[src/design/ufr_pkg.sv]
// Shared types, constants and helpers for the streaming find-and-replace block.
// No dependencies; every other design file refers to this package by scoped names.
`timescale 1ns / 1ps
`default_nettype none

package ufr_pkg;

  localparam int PADDR_W = 6;
  localparam int PDATA_W = 64;
  localparam int REG_LSB = 3;
  localparam int LEN_W   = 5;
  localparam int RC_W    = 24;

  // lead-byte thresholds that set the number of continuation bytes
  localparam logic [7:0] LEAD_MIN = 8'd128;
  localparam logic [7:0] LEAD_2   = 8'd192;
  localparam logic [7:0] LEAD_3   = 8'd224;
  localparam logic [7:0] LEAD_4   = 8'd240;
  localparam logic [7:0] LEAD_5   = 8'd248;
  localparam logic [7:0] LEAD_6   = 8'd252;

  typedef enum logic [2:0] {
    REG_PAT_LO  = 3'd0,
    REG_PAT_HI  = 3'd1,
    REG_PAT_LEN = 3'd2,
    REG_REP_LO  = 3'd3,
    REG_REP_HI  = 3'd4,
    REG_REP_LEN = 3'd5
  } ufr_reg_t;

  typedef struct packed {
    logic [63:0]      pat_lo;
    logic [63:0]      pat_hi;
    logic [LEN_W-1:0] pat_len;
    logic [63:0]      rep_lo;
    logic [63:0]      rep_hi;
    logic [LEN_W-1:0] rep_len;
  } ufr_cfg_t;

  typedef struct packed {
    logic full;
    logic empty;
  } ufr_qstat_t;

  function automatic logic [2:0] cont_count(input logic [7:0] b);
    logic [2:0] c;
    c = 3'd0;
    if (b >= LEAD_MIN) begin
      if (b >= LEAD_2) c = c + 3'd1;
      if (b >= LEAD_3) c = c + 3'd1;
      if (b >= LEAD_4) c = c + 3'd1;
      if (b >= LEAD_5) c = c + 3'd1;
      if (b >= LEAD_6) c = c + 3'd1;
    end
    return c;
  endfunction

  // byte idx of a 16-byte string held as two 64-bit words; zero past the end
  function automatic logic [7:0] byte_of(input logic [63:0] lo, input logic [63:0] hi,
                                         input int idx);
    logic [7:0] r;
    r = 8'h00;
    if (idx >= 0 && idx < 8) begin
      r = lo[idx*8 +: 8];
    end else if (idx >= 8 && idx < 16) begin
      r = hi[(idx-8)*8 +: 8];
    end
    return r;
  endfunction

endpackage

`default_nettype wire

[src/design/ufr_regs.sv]
// APB-style configuration registers: pattern, replacement and their lengths.
// Depends on ufr_pkg (register map, ufr_cfg_t).
`timescale 1ns / 1ps
`default_nettype none

module ufr_regs (
  input  wire logic                          clk,
  input  wire logic                          rst_n,
  input  wire logic                          psel,
  input  wire logic                          penable,
  input  wire logic                          pwrite,
  input  wire logic [ufr_pkg::PADDR_W-1:0]   paddr,
  input  wire logic [ufr_pkg::PDATA_W-1:0]   pwdata,
  output logic      [ufr_pkg::PDATA_W-1:0]   prdata,
  output logic                               pready,
  output ufr_pkg::ufr_cfg_t                  cfg
);

  ufr_pkg::ufr_cfg_t cfg_r, cfg_nxt;
  ufr_pkg::ufr_reg_t sel;

  assign sel    = ufr_pkg::ufr_reg_t'(paddr[ufr_pkg::PADDR_W-1:ufr_pkg::REG_LSB]);
  assign pready = 1'b1;
  assign cfg    = cfg_r;

  always_comb begin
    cfg_nxt = cfg_r;
    if (psel && penable && pwrite) begin
      unique case (sel)
        ufr_pkg::REG_PAT_LO:  cfg_nxt.pat_lo  = pwdata;
        ufr_pkg::REG_PAT_HI:  cfg_nxt.pat_hi  = pwdata;
        ufr_pkg::REG_PAT_LEN: cfg_nxt.pat_len = pwdata[ufr_pkg::LEN_W-1:0];
        ufr_pkg::REG_REP_LO:  cfg_nxt.rep_lo  = pwdata;
        ufr_pkg::REG_REP_HI:  cfg_nxt.rep_hi  = pwdata;
        ufr_pkg::REG_REP_LEN: cfg_nxt.rep_len = pwdata[ufr_pkg::LEN_W-1:0];
        default: ;
      endcase
    end
  end

  always_comb begin
    unique case (sel)
      ufr_pkg::REG_PAT_LO:  prdata = cfg_r.pat_lo;
      ufr_pkg::REG_PAT_HI:  prdata = cfg_r.pat_hi;
      ufr_pkg::REG_PAT_LEN: prdata = {{(ufr_pkg::PDATA_W-ufr_pkg::LEN_W){1'b0}},
                                      cfg_r.pat_len};
      ufr_pkg::REG_REP_LO:  prdata = cfg_r.rep_lo;
      ufr_pkg::REG_REP_HI:  prdata = cfg_r.rep_hi;
      ufr_pkg::REG_REP_LEN: prdata = {{(ufr_pkg::PDATA_W-ufr_pkg::LEN_W){1'b0}},
                                      cfg_r.rep_len};
      default:              prdata = '0;
    endcase
  end

  always_ff @(posedge clk) begin
    if (!rst_n) begin
      cfg_r <= '0;
    end else begin
      cfg_r <= cfg_nxt;
    end
  end

endmodule

`default_nettype wire

[src/design/ufr_front.sv]
// Front end: takes one text beat per cycle unless stalled, keeps the lookahead window,
// compares it to the pattern, turning each beat into at most one command. Depends on ufr_pkg.
`timescale 1ns / 1ps
`default_nettype none

module ufr_front #(
  parameter int MAX_PATTERN     = 16,
  parameter int MAX_REPLACEMENT = 16,
  parameter int COUNT_BITS      = 24,
  localparam int NB   = (MAX_PATTERN > MAX_REPLACEMENT) ? MAX_PATTERN : MAX_REPLACEMENT,
  localparam int NW   = $clog2(NB + 1),
  localparam int CMDW = 1 + COUNT_BITS + NW + NB*8
) (
  input  wire logic            clk,
  input  wire logic            rst_n,
  input  wire logic            item_take,
  input  wire logic [7:0]      in_text_byte,
  input  wire logic            in_end_of_text,
  input  wire ufr_pkg::ufr_cfg_t cfg,
  output logic                 cmd_push,
  output logic [CMDW-1:0]      cmd_data
);

  localparam int FW = $clog2(MAX_PATTERN + 1);
  localparam int RW = $clog2(MAX_REPLACEMENT + 1);

  logic [7:0]            win_r   [MAX_PATTERN];
  logic [7:0]            win_nxt [MAX_PATTERN];
  logic [7:0]            win_ext [MAX_PATTERN];
  logic [FW-1:0]         fill_r, fill_nxt, fill_inc;
  logic [2:0]            pt_r, pt_nxt;
  logic [COUNT_BITS-1:0] tally_r, tally_nxt;
  ufr_pkg::ufr_cfg_t     act_r, act_nxt, eff;
  logic [FW-1:0]         pat_len;
  logic [RW-1:0]         rep_len;
  logic [MAX_PATTERN-1:0] pos_ok;
  logic                  hit, full_win;
  logic [2:0]            lead_cont, k;
  logic [7:0]            pay [NB];
  logic [NB*8-1:0]       pay_flat;
  logic [NW-1:0]         cnt;
  logic                  term;

  // config registers are taken up whenever a beat arrives to an empty window
  assign eff = (fill_r == '0) ? cfg : act_r;

  assign pat_len = (int'(eff.pat_len) > MAX_PATTERN) ? FW'(MAX_PATTERN) : FW'(eff.pat_len);
  assign rep_len = (int'(eff.rep_len) > MAX_REPLACEMENT) ? RW'(MAX_REPLACEMENT)
                                                          : RW'(eff.rep_len);

  assign fill_inc = fill_r + FW'(1);
  assign full_win = (fill_inc >= pat_len);

  always_comb begin
    for (int i = 0; i < MAX_PATTERN; i++) begin
      win_ext[i] = (fill_r == FW'(i)) ? in_text_byte : win_r[i];
      pos_ok[i]  = (FW'(i) >= pat_len) ||
                   (win_ext[i] == ufr_pkg::byte_of(eff.pat_lo, eff.pat_hi, i));
    end
  end

  assign hit       = (pat_len != '0) && (&pos_ok);
  assign lead_cont = ufr_pkg::cont_count(win_ext[0]);
  // continuation bytes that are already in the window go out with the lead byte
  assign k         = (int'(fill_r) < int'(lead_cont)) ? 3'(fill_r) : lead_cont;

  always_comb begin
    win_nxt   = win_r;
    fill_nxt  = fill_r;
    pt_nxt    = pt_r;
    tally_nxt = tally_r;
    act_nxt   = act_r;
    cmd_push  = 1'b0;
    term      = 1'b0;
    cnt       = '0;
    for (int j = 0; j < NB; j++) begin
      pay[j] = 8'h00;
    end
    for (int j = 0; j < MAX_PATTERN; j++) begin
      pay[j] = win_ext[j];
    end
    if (item_take) begin
      if (fill_r == '0) begin
        act_nxt = cfg;
      end
      if (in_end_of_text) begin
        // flush what the window holds, then the terminator
        cmd_push  = 1'b1;
        term      = 1'b1;
        cnt       = NW'(fill_r);
        fill_nxt  = '0;
        pt_nxt    = 3'd0;
        tally_nxt = '0;
      end else if (pt_r != 3'd0 && fill_r == '0) begin
        cmd_push = 1'b1;
        cnt      = NW'(1);
        pt_nxt   = pt_r - 3'd1;
      end else if (!full_win) begin
        win_nxt  = win_ext;
        fill_nxt = fill_inc;
      end else if (hit) begin
        cmd_push = (rep_len != '0);
        cnt      = NW'(rep_len);
        for (int j = 0; j < NB; j++) begin
          pay[j] = ufr_pkg::byte_of(eff.rep_lo, eff.rep_hi, j);
        end
        fill_nxt = '0;
        if (tally_r != '1) begin
          tally_nxt = tally_r + COUNT_BITS'(1);
        end
      end else begin
        cmd_push = 1'b1;
        cnt      = NW'(k) + NW'(1);
        pt_nxt   = lead_cont - k;
        fill_nxt = fill_r - FW'(k);
        for (int j = 0; j < MAX_PATTERN; j++) begin
          for (int s = 1; s <= 6; s++) begin
            if (int'(k) + 1 == s && j + s < MAX_PATTERN) begin
              win_nxt[j] = win_ext[(j + s < MAX_PATTERN) ? j + s : 0];
            end
          end
        end
      end
    end
  end

  always_comb begin
    for (int j = 0; j < NB; j++) begin
      pay_flat[j*8 +: 8] = pay[j];
    end
  end

  assign cmd_data = {term, tally_r, cnt, pay_flat};

  always_ff @(posedge clk) begin
    if (!rst_n) begin
      fill_r  <= '0;
      pt_r    <= 3'd0;
      tally_r <= '0;
      act_r   <= '0;
    end else begin
      fill_r  <= fill_nxt;
      pt_r    <= pt_nxt;
      tally_r <= tally_nxt;
      act_r   <= act_nxt;
    end
  end

  always_ff @(posedge clk) begin
    win_r <= win_nxt;
  end

endmodule

`default_nettype wire

[src/design/ufr_cmd_fifo.sv]
// Two-entry command queue between the front end and the back end.
// Depends on ufr_pkg (ufr_qstat_t).
`timescale 1ns / 1ps
`default_nettype none

module ufr_cmd_fifo #(
  parameter int WIDTH = 8
) (
  input  wire logic             clk,
  input  wire logic             rst_n,
  input  wire logic             push,
  input  wire logic [WIDTH-1:0] wdata,
  input  wire logic             pop,
  output logic      [WIDTH-1:0] head,
  output ufr_pkg::ufr_qstat_t   stat
);

  localparam int DEPTH = 2;
  localparam int CW    = $clog2(DEPTH + 1);

  logic [WIDTH-1:0] mem_r [DEPTH];
  logic             wr_r, rd_r;
  logic [CW-1:0]    cnt_r, cnt_nxt;
  logic             do_push, do_pop;

  assign stat.full  = (cnt_r == CW'(DEPTH));
  assign stat.empty = (cnt_r == '0);
  assign do_push    = push && !stat.full;
  assign do_pop     = pop && !stat.empty;
  assign head       = mem_r[rd_r];

  always_comb begin
    cnt_nxt = cnt_r;
    if (do_push && !do_pop) begin
      cnt_nxt = cnt_r + CW'(1);
    end else if (do_pop && !do_push) begin
      cnt_nxt = cnt_r - CW'(1);
    end
  end

  always_ff @(posedge clk) begin
    if (!rst_n) begin
      wr_r  <= 1'b0;
      rd_r  <= 1'b0;
      cnt_r <= '0;
    end else begin
      cnt_r <= cnt_nxt;
      if (do_push) wr_r <= !wr_r;
      if (do_pop)  rd_r <= !rd_r;
    end
  end

  always_ff @(posedge clk) begin
    if (do_push) begin
      mem_r[wr_r] <= wdata;
    end
  end

endmodule

`default_nettype wire

[src/design/ufr_back.sv]
// Back end: expands the command at the queue head into result beats, one per cycle
// while the output register they go into is empty or popped. Depends on ufr_pkg.
`timescale 1ns / 1ps
`default_nettype none

module ufr_back #(
  parameter int MAX_PATTERN     = 16,
  parameter int MAX_REPLACEMENT = 16,
  parameter int COUNT_BITS      = 24,
  localparam int NB   = (MAX_PATTERN > MAX_REPLACEMENT) ? MAX_PATTERN : MAX_REPLACEMENT,
  localparam int NW   = $clog2(NB + 1),
  localparam int CMDW = 1 + COUNT_BITS + NW + NB*8
) (
  input  wire logic                        clk,
  input  wire logic                        rst_n,
  input  wire logic [CMDW-1:0]             head,
  input  wire logic                        q_empty,
  output logic                             q_pop,
  output logic [7:0]                       out_byte,
  output logic                             out_is_terminator,
  output logic                             out_last,
  output logic [ufr_pkg::RC_W-1:0]         out_replace_count,
  output logic                             empty,
  input  wire logic                        pop
);

  localparam int SW = (NB > 1) ? $clog2(NB) : 1;

  logic                    h_term;
  logic [COUNT_BITS-1:0]   h_tally;
  logic [NW-1:0]           h_cnt;
  logic [7:0]              hb [NB];
  logic [31:0]             tally_ext;
  logic [NW:0]             elem_cnt;
  logic [NW-1:0]           idx_r;
  logic                    is_byte, is_last, load;
  logic                    out_valid_r;
  logic [7:0]              out_byte_r;
  logic                    out_term_r, out_last_r;
  logic [ufr_pkg::RC_W-1:0] out_cnt_r;

  assign h_term  = head[CMDW-1];
  assign h_tally = head[CMDW-2 -: COUNT_BITS];
  assign h_cnt   = head[NB*8 +: NW];

  always_comb begin
    for (int j = 0; j < NB; j++) begin
      hb[j] = head[j*8 +: 8];
    end
  end

  assign tally_ext = 32'(h_tally);
  // a command is its bytes followed by the terminator, if it carries one
  assign elem_cnt  = {1'b0, h_cnt} + (NW+1)'(h_term);
  assign is_byte   = (idx_r < h_cnt);
  assign is_last   = ({1'b0, idx_r} + (NW+1)'(1) == elem_cnt);
  assign load      = !q_empty && (!out_valid_r || pop);
  assign q_pop     = load && is_last;

  always_ff @(posedge clk) begin
    if (!rst_n) begin
      out_valid_r <= 1'b0;
      idx_r       <= '0;
    end else begin
      if (load) begin
        out_valid_r <= 1'b1;
        idx_r       <= is_last ? '0 : idx_r + NW'(1);
      end else if (pop) begin
        out_valid_r <= 1'b0;
      end
    end
  end

  always_ff @(posedge clk) begin
    if (load) begin
      out_byte_r <= is_byte ? hb[idx_r[SW-1:0]] : 8'h00;
      out_term_r <= !is_byte;
      out_last_r <= is_last;
      out_cnt_r  <= is_byte ? '0 : tally_ext[ufr_pkg::RC_W-1:0];
    end
  end

  assign empty             = !out_valid_r;
  assign out_byte          = out_byte_r;
  assign out_is_terminator = out_term_r;
  assign out_last          = out_last_r;
  assign out_replace_count = out_cnt_r;

endmodule

`default_nettype wire

[src/design/utf8_find_and_replace.sv]
// Streaming find-and-replace: one text byte accepted per cycle while the command queue
// has room; an item holds the back end until all its results are out, and the front
// stalls only once the 2-entry queue fills.
// Each command is queued, then its results reach the ports via the output register.
// Synchronous active-low reset clears window fill, continuation count, tally, queue and
// output valid; configuration registers reset to zero.
`timescale 1ns / 1ps
`default_nettype none

module utf8_find_and_replace #(
  parameter int MAX_PATTERN     = 16,
  parameter int MAX_REPLACEMENT = 16,
  parameter int COUNT_BITS      = 24
) (
  input  wire logic                        clk,
  input  wire logic                        rst_n,
  input  wire logic                        psel,
  input  wire logic                        penable,
  input  wire logic                        pwrite,
  input  wire logic [ufr_pkg::PADDR_W-1:0] paddr,
  input  wire logic [ufr_pkg::PDATA_W-1:0] pwdata,
  output logic      [ufr_pkg::PDATA_W-1:0] prdata,
  output logic                             pready,
  input  wire logic                        push,
  output logic                             full,
  input  wire logic [7:0]                  in_text_byte,
  input  wire logic                        in_end_of_text,
  output logic                             empty,
  input  wire logic                        pop,
  output logic [7:0]                       out_byte,
  output logic                             out_is_terminator,
  output logic                             out_last,
  output logic [ufr_pkg::RC_W-1:0]         out_replace_count
);

  localparam int NB   = (MAX_PATTERN > MAX_REPLACEMENT) ? MAX_PATTERN : MAX_REPLACEMENT;
  localparam int NW   = $clog2(NB + 1);
  localparam int CMDW = 1 + COUNT_BITS + NW + NB*8;

  ufr_pkg::ufr_cfg_t   cfg;
  ufr_pkg::ufr_qstat_t qstat;
  logic                item_take;
  logic                cmd_push, cmd_pop;
  logic [CMDW-1:0]     cmd_data, cmd_head;

  assign full      = qstat.full;
  assign item_take = push && !qstat.full;

  ufr_regs u_regs (
    .clk     (clk),
    .rst_n   (rst_n),
    .psel    (psel),
    .penable (penable),
    .pwrite  (pwrite),
    .paddr   (paddr),
    .pwdata  (pwdata),
    .prdata  (prdata),
    .pready  (pready),
    .cfg     (cfg)
  );

  ufr_front #(
    .MAX_PATTERN     (MAX_PATTERN),
    .MAX_REPLACEMENT (MAX_REPLACEMENT),
    .COUNT_BITS      (COUNT_BITS)
  ) u_front (
    .clk            (clk),
    .rst_n          (rst_n),
    .item_take      (item_take),
    .in_text_byte   (in_text_byte),
    .in_end_of_text (in_end_of_text),
    .cfg            (cfg),
    .cmd_push       (cmd_push),
    .cmd_data       (cmd_data)
  );

  ufr_cmd_fifo #(
    .WIDTH (CMDW)
  ) u_fifo (
    .clk   (clk),
    .rst_n (rst_n),
    .push  (cmd_push),
    .wdata (cmd_data),
    .pop   (cmd_pop),
    .head  (cmd_head),
    .stat  (qstat)
  );

  ufr_back #(
    .MAX_PATTERN     (MAX_PATTERN),
    .MAX_REPLACEMENT (MAX_REPLACEMENT),
    .COUNT_BITS      (COUNT_BITS)
  ) u_back (
    .clk               (clk),
    .rst_n             (rst_n),
    .head              (cmd_head),
    .q_empty           (qstat.empty),
    .q_pop             (cmd_pop),
    .out_byte          (out_byte),
    .out_is_terminator (out_is_terminator),
    .out_last          (out_last),
    .out_replace_count (out_replace_count),
    .empty             (empty),
    .pop               (pop)
  );

endmodule

`default_nettype wire

[config.mk]
export PLATFORM = sky130hd
export DESIGN_NAME = utf8_find_and_replace
export DESIGN_NICKNAME = d
export VERILOG_FILES = /design/src/design/ufr_pkg.sv /design/src/design/ufr_regs.sv /design/src/design/ufr_front.sv /design/src/design/ufr_cmd_fifo.sv /design/src/design/ufr_back.sv /design/src/design/utf8_find_and_replace.sv
export SDC_FILE = /design/constraint.sdc
export NUM_CORES = 2
export LEC_CHECK = 0
export BUFFER_PORTS_ARGS = -buffer_cell sky130_fd_sc_hd__buf_4
export CAP_MARGIN = 20
export CORE_MARGIN = 2
export CORE_UTILIZATION = 45
export CTS_BUF_LIST = sky130_fd_sc_hd__clkbuf_8 sky130_fd_sc_hd__clkbuf_16
export DETAILED_ROUTE_END_ITERATION = 10
export GPL_ROUTABILITY_DRIVEN = 0
export GPL_TIMING_DRIVEN = 1
export PLACE_DENSITY_LB_ADDON = 0.2
export SKIP_LAST_GASP = 1
export SLEW_MARGIN = 10
export SYNTH_ARGS = -nofsm -noshare
export SYNTH_HDL_FRONTEND = slang
export SYNTH_HIERARCHICAL = 1
export SYNTH_SLANG_ARGS = --single-unit
[constraint.sdc]
create_clock -name clk -period 10.98 [get_ports clk]
set_input_delay 1.098 -clock clk [delete_from_list [all_inputs] [get_ports clk]]
set_output_delay 1.098 -clock clk [all_outputs]
set_load 0.02 [all_outputs]
== Yosys cells after proc, flatten, opt, wreduce, memory -nomap -nowiden ==
Memory sizes are Yosys's and may differ from the RTL's. A register that Yosys moved wholly into a read port is not among the register bits.
Cells that the tools add are included.

* Register bits after elaboration: 736
* Memory bits (writable): 316
* Bits of input ports: 86
* Output and inout port bits: 101
* Logic and storage cells: 358
* Memories: 1

* Add/subtract/negate cells: 16
* Order comparisons: 28
* Equal/unequal tests: 54
* Multiplexer cells: 150
* Bitwise gates (word level): 4
* Reductions and logical operators: 65

{| class="wikitable"
|+ Memory list
! name !! words !! width !! rd ports !! clocked after memory_dff !! wr ports !! RTL line !! RTL
|-
| u_fifo.mem_r || 2 || 158 || 1 || 1 || 1 || ufr_cmd_fifo.sv:21 || <nowiki>logic [WIDTH-1:0] mem_r [DEPTH];</nowiki>
|}

{| class="wikitable"
|+ Operators by type and width
! operator !! number
|-
| two-way mux 8 bit || 93
|-
| two-way mux 128 bit || 5
|-
| case mux 64 bit (6 select lines) || 1
|-
| two-way mux 266 bit || 1
|-
| two-way mux 120 bit || 2
|-
| equality test 8 bit || 16
|-
| two-way mux 24 bit || 5
|-
| equality test 32 x 4 -> 1 bit, second input constant || 3
|-
| equality test 32 x 3 -> 1 bit, second input constant || 2
|-
| two-way mux 5 bit || 12
|-
| greater-or-equal comparator 8 bit, second input constant || 6
|-
| two-way mux 3 bit || 14
|-
| equality test 5 x 4 -> 1 bit, second input constant || 8
|-
| greater-or-equal comparator 4 x 5 -> 1 bit, first input constant || 8
|-
| AND reduction 5 bit || 7
|-
| binary-select mux 8 bit (select 4 bit) || 1
|-
| equality test 32 x 2 -> 1 bit, second input constant || 1
|-
| adder 24 x 1 -> 24 bit, second input constant || 1
|-
| inequality test 24 bit, second input constant || 1
|-
| equality test 5 x 3 -> 1 bit, second input constant || 4
|-
| greater-or-equal comparator 3 x 5 -> 1 bit, first input constant || 4
|-
| logical OR 1 bit || 17
|-
| AND reduction 16 bit || 1
|-
| two-way mux 1 bit || 14
|-
| 44 further kinds || 90
|}

== Longest topological paths before layout ==
* Word-level depth: 29
* Mapped depth: 41
* Mapped depth without buffers: 34

== Modules after synthesis ==
Netlist, hierarchy kept.

{| class="wikitable"
|+ By module, submodules not included
! module !! times used !! cells an instance !! area each (sq um) !! sequential area each (sq um)
|-
| ufr_front || 1 || 3767 || 29691.0 || 9809.4
|-
| ufr_cmd_fifo || 1 || 517 || 12061.6 || 9589.2
|-
| ufr_regs || 1 || 1238 || 11728.7 || 5325.1
|-
| ufr_back || 1 || 193 || 2827.7 || 1141.1
|-
| utf8_find_and_replace || 1 || 1 || 13.8 || 0.0
|}

== Worst setup path before layout ==
Ideal clock, no wire load.

* Path type: flip-flop to flip-flop
* Start point: reg u_front.fill_r[1]
* End point: reg u_front/win_r[100] (netlist name) (enable)
* Setup time: 0.566 ns
* Arrival: 11.616 ns
* Required time: 10.414 ns
* Setup slack: -1.202 ns
* Cell stages (with the launch flop): 38
* Path buffers: 9
* Period minus slack after synthesis: 12.182 ns
* Path through: dfxtp_1 > inv_1 > ha_1 > nor4b_4 > buf_6 > buf_6 > buf_6 > buf_4 > buf_1 > nand2_1 > and2_1 > or2_2 > ha_1 > buf_1 > xor2_1 > ha_1 > inv_1 > a31oi_1 > [... 2 more ...] > o21a_1 > o21ai_1 > xnor2_1 > or2_2 > ha_1 > a21oi_1 > nand2_1 > o31ai_4 > nor2_1 > a21oi_1 > ha_1 > inv_1 > or2_2 > clkbuf_1 > mux2_2 > clkbuf_1 > clkbuf_1 > a31oi_1

* Cells in the longest elaborated chain, start to end: 23
* Elaborated cells between the ends (all ways): 122
* Classes of those cells: add/sub: 6; order compare: 25; eq/ne: 39; mux: 29; bitwise: 1; reduce/logical: 22

{| class="wikitable"
|+ RTL lines
! what !! RTL line !! RTL
|-
| start: declaration || ufr_front.sv:30 || <nowiki>logic [FW-1:0] fill_r, fill_nxt, fill_inc;</nowiki>
|-
| start signal: assignment || ufr_front.sv:142 || <nowiki>fill_r <= fill_nxt;</nowiki>
|-
| zero test 5 bit || ufr_front.sv:45, ufr_front.sv:56, ufr_front.sv:94 ||
|-
| two-way mux 8 bit || ufr_front.sv:56 || <nowiki>win_ext[i] = (fill_r == FW'(i)) ? in_text_byte : win_r[i];</nowiki>
|-
| greater-or-equal comparator 8 bit || ufr_pkg.sv:49 || <nowiki>if (b >= LEAD_2) c = c + 3'd1;</nowiki>
|-
| two-way mux 1 bit || ufr_pkg.sv:49 ||
|-
| two-way mux 3 bit || ufr_pkg.sv:48 || <nowiki>if (b >= LEAD_MIN) begin</nowiki>
|-
| adder 3 x 1 -> 3 bit || ufr_pkg.sv:50 || <nowiki>if (b >= LEAD_3) c = c + 3'd1;</nowiki>
|-
| two-way mux 3 bit || ufr_pkg.sv:50 ||
|-
| two-way mux 3 bit || ufr_pkg.sv:48 ||
|-
| [... 7 more ...] || n/a ||
|-
| two-way mux 3 bit || ufr_pkg.sv:53 || <nowiki>if (b >= LEAD_6) c = c + 3'd1;</nowiki>
|-
| two-way mux 3 bit || ufr_pkg.sv:48 ||
|-
| < comparator 5 x 3 -> 1 bit || ufr_front.sv:65 || <nowiki>assign k = (int'(fill_r) < int'(lead_cont)) ? 3'(fill_r) : lead_cont;</nowiki>
|-
| two-way mux 3 bit || ufr_front.sv:65 ||
|-
| adder 3 x 1 -> 4 bit || ufr_front.sv:118 || <nowiki>if (int'(k) + 1 == s && j + s < MAX_PATTERN) begin</nowiki>
|-
| equality test 32 x 4 -> 1 bit (tied with other cells) || ufr_front.sv:118 ||
|-
| inequality test 7 bit (no line) || n/a ||
|-
| AND reduction 5 bit (no line) (*) || n/a ||
|-
| end signal: assignment || ufr_front.sv:150 || <nowiki>win_r <= win_nxt;</nowiki>
|-
| end: declaration || ufr_front.sv:27 || <nowiki>logic [7:0] win_r [MAX_PATTERN];</nowiki>
|}

Every way passes the cells marked *; elsewhere a longest branch is shown, timed or not. The select of a mux whose other input is x is not followed.
A chain may end at the register's enable or synchronous reset.

== Final worst setup path ==
* Start point: reg u_front.fill_r[1]
* End point: reg u_front/win_r[113] (netlist name) (enable)

Same word-level chain as after synthesis.

==> run_summary.xml <==
<?xml version="1.0" encoding="UTF-8"?>
<metrics>
  <group name="finish">
    <metric name="multiInputGateArea" unit="um^2">28100</metric>
    <metric name="num-fill-cells" unit="">11363</metric>
    <metric name="fin_cells" unit="">7406</metric>
    <metric name="regArea" unit="um^2">25900</metric>
    <metric name="stdcell_area" unit="um^2">62500</metric>
    <metric name="post_route_cells_drive_above_1_share" unit="%">15.0</metric>
    <metric name="final_net_count" unit="">5783</metric>
    <metric name="layout-area-overhead-vs-synth" unit="%">11.1</metric>
  </group>
  <group name="sta">
    <metric name="timing.final.ws_setup" unit="ps">1940</metric>
    <metric name="clock.fmax" unit="MHz">111</metric>
    <metric name="slew_at_the_pin_with_the_worst_max_slew_slack" unit="ps">1350</metric>
    <metric name="max_slew_margin" unit="%">9.90</metric>
    <metric name="fin_setup_tns" unit="ps">0</metric>
    <metric name="min_period_over_period" unit="%">82.3</metric>
    <metric name="period_needed" unit="ps">9040</metric>
    <metric name="setup_viol" unit="">0</metric>
    <metric name="final-max-slew-violation-count" unit="">0</metric>
    <metric name="report.final.hold_viol_count" unit="">0</metric>
    <metric name="final_setup_skew" unit="ps">27.6</metric>
    <metric name="unrepaired_setup_endpoints_after_global_routing" unit="">no</metric>
  </group>
  <group name="cts">
    <metric name="clock_transition_at_the_register_clock_pins_on_the_worst_setup_and_hold_paths_after_cts" unit="ps">70</metric>
    <metric name="clkLatencyLatePin" unit="ps">740</metric>
    <metric name="holdBufCountCts" unit="">0</metric>
    <metric name="clock-sinks" unit="">1053</metric>
    <metric name="resize_count_post_cts" unit="">0</metric>
    <metric name="cts-buffers-inserted" unit="">115</metric>
    <metric name="cts_post_setup_buffers_inserted" unit="">0</metric>
    <metric name="htreeDepth" unit="">3</metric>
    <metric name="cts_max_path_buffers" unit="">3</metric>
    <metric name="tritoncts" unit="">built</metric>
    <metric name="clk_root_buffer_cell" unit="">sky130_fd_sc_hd__clkbuf_16</metric>
  </group>
  <group name="detailed_routing">
    <metric name="drt.antenna.violating_nets" unit="">0</metric>
    <metric name="topRoutingLayerUsed" unit="">met5</metric>
    <metric name="wire_per_inst" unit="um">28.3</metric>
    <metric name="met2WireLength" unit="um">88500</metric>
    <metric name="vias" unit="">45974</metric>
    <metric name="wirelength" unit="um">209000</metric>
    <metric name="wirelength_met1" unit="um">85200</metric>
    <metric name="firstDrtPassIters" unit="">6</metric>
    <metric name="detailedRoute.firstIterationViolations" unit="">6689</metric>
    <metric name="met3WireLength" unit="um">24800</metric>
    <metric name="viasPerCell" unit="">6.21</metric>
    <metric name="post-route-drc-count" unit="">0</metric>
  </group>
  <group name="logic_synthesis">
    <metric name="compound_gate_fraction_of_synth_area" unit="%">13.3</metric>
    <metric name="synth-edff-count" unit="">478</metric>
    <metric name="synth_fp_nets" unit="">5838</metric>
    <metric name="synth_area" unit="um^2">56300</metric>
    <metric name="synth_seq_area_share" unit="%">45.9</metric>
    <metric name="synth_simple_gate_area_share" unit="%">14.1</metric>
    <metric name="post_synthesis_adder_cell_area_fraction" unit="%">0.826</metric>
    <metric name="syn-instance-count" unit="">5716</metric>
    <metric name="yosysUniqueCellTypes" unit="">97</metric>
    <metric name="postSynthAreaPerCell" unit="um^2">9.85</metric>
    <metric name="share_of_flip_flops_with_an_asynchronous_set_or_reset" unit="%">0</metric>
    <metric name="synth-main-ff-cell" unit="">sky130_fd_sc_hd__dfxtp_1</metric>
    <metric name="largest_family_of_logic_cells_by_synthesized_area" unit="">multiplexers</metric>
    <metric name="synthesis_warnings" unit="">6</metric>
    <metric name="synth.ff_latch_count" unit="">1053</metric>
    <metric name="post_synth_xor_area_fraction" unit="%">2.59</metric>
    <metric name="post_synth_mux_area_share" unit="%">18.7</metric>
  </group>
  <group name="status">
    <metric name="outcome" unit="">finished clean</metric>
  </group>
  <group name="global_routing">
    <metric name="grt_antenna_before_repair" unit="">17</metric>
    <metric name="grt.overflow.total" unit="">0</metric>
    <metric name="grt_usage" unit="%">31.8</metric>
    <metric name="grt_first_pass_wirelength" unit="um">298000</metric>
    <metric name="pin_count_of_the_biggest_net_entering_global_routing" unit="">181</metric>
    <metric name="via_count_of_the_first_global_routing_pass" unit="">41841</metric>
  </group>
  <group name="pwr">
    <metric name="p_clk_share" unit="%">28.4</metric>
    <metric name="netsw" unit="uW">5040</metric>
    <metric name="power.sequential.fraction" unit="%">37.4</metric>
    <metric name="swShare" unit="%">36.7</metric>
    <metric name="power.share.combinational" unit="%">34.2</metric>
    <metric name="internal_power" unit="uW">8690</metric>
    <metric name="total_leakage_power" unit="uW">0.0221</metric>
    <metric name="design_power_total" unit="uW">13700</metric>
    <metric name="ir_drop" unit="mV">0.214</metric>
    <metric name="p_per_area" unit="nW/um^2">219</metric>
  </group>
  <group name="hold_path">
    <metric name="worstHoldPathType" unit="">reg2reg</metric>
    <metric name="min_path_cells" unit="">2</metric>
  </group>
  <group name="die">
    <metric name="die_y" unit="um">358</metric>
    <metric name="io_pins" unit="">187</metric>
    <metric name="core_region_area" unit="um^2">124000</metric>
    <metric name="fp-row-count" unit="">129</metric>
    <metric name="dieWidth" unit="um">358</metric>
    <metric name="die_area" unit="um^2">128000</metric>
    <metric name="initial_utilization" unit="%">45.4</metric>
  </group>
  <group name="worst_setup_path">
    <metric name="setup.worst_path.end_class" unit="">flip-flop</metric>
    <metric name="r2r.worst_path.cells" unit="">31</metric>
    <metric name="critPathLaunchType" unit="">flip-flop</metric>
    <metric name="critPathCapture" unit="">u_front/win_r[113]</metric>
    <metric name="crit_path_start" unit="">u_front/fill_r[1]</metric>
    <metric name="timing.critical_path.depth" unit="">31</metric>
    <metric name="reg2reg_slack" unit="ps">1940</metric>
    <metric name="timing.critical_path.max_delay_family" unit="">simple AND/OR/NAND/NOR gates</metric>
    <metric name="crit_type" unit="">reg2reg</metric>
    <metric name="critical_path_buf_inv_count" unit="">6</metric>
    <metric name="cpPeakStageDelay" unit="ps">610</metric>
    <metric name="timing.critical_path.mode_cell" unit="">sky130_fd_sc_hd__ha_1</metric>
    <metric name="cpMaxStageDelayCell" unit="">sky130_fd_sc_hd__a31oi_4</metric>
    <metric name="endpoint_of_the_most_critical_register_to_register_path" unit="">u_front/win_r[113]</metric>
    <metric name="rr_startpoint" unit="">u_front/fill_r[1]</metric>
    <metric name="worst-endpoint-required" unit="ps">11380</metric>
    <metric name="worst-path-max-fanout" unit="">27</metric>
    <metric name="worstPathArrival" unit="ps">9440</metric>
  </group>
  <group name="placed_design">
    <metric name="numPlacedInstances" unit="">7169</metric>
    <metric name="dp_hpwl" unit="um">143000</metric>
    <metric name="preCtsSetupSlack" unit="ps">2170</metric>
    <metric name="buffer_ports.inserted" unit="">182</metric>
    <metric name="placed_area" unit="um^2">58600</metric>
  </group>
  <group name="flow_run">
    <metric name="max_capacitance_violation_total" unit="">0</metric>
  </group>
</metrics>
[cell type report]
class	count	share of cell area (%)
Timing Repair Buffer	310	4.00
Inverter	47	0.286
Clock buffer	137	5.16
Multi-Input combinational cell	4134	45.0
Tap cell	1637	3.27
Clock inverter	83	0.954
Sequential cell	1053	41.4
Antenna cell	5	0.0200
[cells in the final DEF, fill, tap and decap left out, drive strengths merged, types with 55 or more instances in the layout]
cell    count
a21oi     260
o31ai      55
nand3     115
a211oi    140
a22oi      71
a21boi    134
o211ai     81
xnor2     124
dfxtp     575
nor2      292
clkbuf    138
mux2i     625
inv        76
a31oi     120
edfxtp    478
buf       309
nand2    1222
mux2      264
nor3       66
o21ai     136
[cell families after synthesis]
group / Yosys count
AND/OR/NAND/NOR: 1878
AO/OA/AOI/OAI: 1126
flip-flops: 1053
multiplexers: 930
buffers and inverters: 529
XOR/XNOR: 163
adder cells (fa/ha/maj): 36
other: 1
[power by group through the flow]
| stage | Combinational [uW] | Sequential [uW] | Clock [uW] |
|---|---|---|---|
| final | 4690 | 5130 | 3900 |
| after global placement | 4450 | 5190 | 0 |
| after CTS | 4510 | 5130 | 3950 |
| after detailed placement | 4490 | 5210 | 0 |
| after floorplan | 2830 | 5280 | 0 |
| after global routing | 4870 | 5180 | 4100 |
[per-stage QoR]
step           hold slack (ps)  utilization, %
5_1_grt                    468            50.5
4_1_cts                    454            50.4
2_1_floorplan              436               -
3_3_place_gp               441            47.3
6_report                   453            50.5
3_5_place_dp               446            47.3
[worst register-to-register path, delay by kind of cell, from the launching register on]
kind                       cells  cell delay [ps]
xor gates and xnor gates       2              360
DFF                            1              450
AOI/OAI and AO/OA              7             2090
adders and majority gates      6             1720
and+or+nand+nor               10             2940
buffers and inverters          6             1100
[layer usage]
layer  GRT usage, %  up-vias
met5              0        -
met4           14.0       18
met3           9.53      437
met2           46.3     2625
met1           43.5    22432
li1               -    20462
[registers in the layout, indices dropped and copies added, names as in the netlist, named ones only]
register,flops
u_back/out_replace_count,24
u_back/out_valid_r,1
u_front/win_r,128
u_fifo/mem_r,316
u_fifo/cnt_r,2
u_back/out_last,1
u_front/fill_r,5
u_front/act_r,266
u_front/tally_r,24
u_back/out_is_terminator,1
u_regs/cfg,266
u_fifo/rd_r,1
u_back/idx_r,5
u_front/pt_r,3
u_fifo/wr_r,1
u_back/out_byte,8
[Yosys cell counts (9+ instances only)]
library cell	count	area share (%)
sky130_fd_sc_hd__mux2_4	101	2.7
sky130_fd_sc_hd__o211a_1	24	0.43
sky130_fd_sc_hd__dfxtp_1	575	20
sky130_fd_sc_hd__o21a_1	11	0.15
sky130_fd_sc_hd__mux2_2	162	3.2
sky130_fd_sc_hd__nand2b_1	11	0.12
sky130_fd_sc_hd__xnor2_1	124	1.9
sky130_fd_sc_hd__nand3_1	114	1.0
sky130_fd_sc_hd__a211oi_1	140	1.9
sky130_fd_sc_hd__nor4_1	14	0.16
sky130_fd_sc_hd__nor2_1	287	1.9
sky130_fd_sc_hd__a21oi_1	260	2.3
sky130_fd_sc_hd__or4_1	11	0.15
sky130_fd_sc_hd__o31ai_1	53	0.71
sky130_fd_sc_hd__mux4_2	41	1.6
sky130_fd_sc_hd__xor2_1	37	0.58
sky130_fd_sc_hd__and2_1	38	0.42
sky130_fd_sc_hd__clkbuf_1	303	2.0
sky130_fd_sc_hd__or3_1	11	0.12
sky130_fd_sc_hd__inv_1	44	0.29
sky130_fd_sc_hd__buf_4	36	0.48
sky130_fd_sc_hd__a22oi_1	71	0.95
sky130_fd_sc_hd__mux2i_1	624	11
sky130_fd_sc_hd__o2111ai_1	10	0.16
sky130_fd_sc_hd__o21ai_0	133	1.2
sky130_fd_sc_hd__a21o_1	13	0.17
sky130_fd_sc_hd__nor3_1	64	0.57
sky130_fd_sc_hd__o311ai_0	9	0.14
sky130_fd_sc_hd__nand2_1	1222	8.1
sky130_fd_sc_hd__a31oi_1	120	1.3
sky130_fd_sc_hd__edfxtp_1	478	25
sky130_fd_sc_hd__a21boi_0	132	1.8
sky130_fd_sc_hd__o211ai_1	81	1.1
sky130_fd_sc_hd__o221ai_1	9	0.14
sky130_fd_sc_hd__and3_1	16	0.18
sky130_fd_sc_hd__buf_2	77	0.68
sky130_fd_sc_hd__buf_6	43	0.86
sky130_fd_sc_hd__nor2b_1	13	0.14
sky130_fd_sc_hd__nand4_1	27	0.30
sky130_fd_sc_hd__buf_1	22	0.15
sky130_fd_sc_hd__ha_1	34	0.76
sky130_fd_sc_hd__o22ai_1	15	0.17
[how the worst min path moves through the flow]
stage,from,endpoint,slack (ps)
floorplan,u_front/act_r[12],u_front/act_r[12],440
global placement,u_front/act_r[247],u_front/act_r[247],440
detailed placement,u_front/act_r[83],u_front/act_r[83],450
CTS,u_front/act_r[235],u_front/act_r[235],450
global route,u_front/act_r[234],u_front/act_r[234],470
finish,u_front/act_r[236],u_front/act_r[236],450
(Power assumes the default switching activity.)
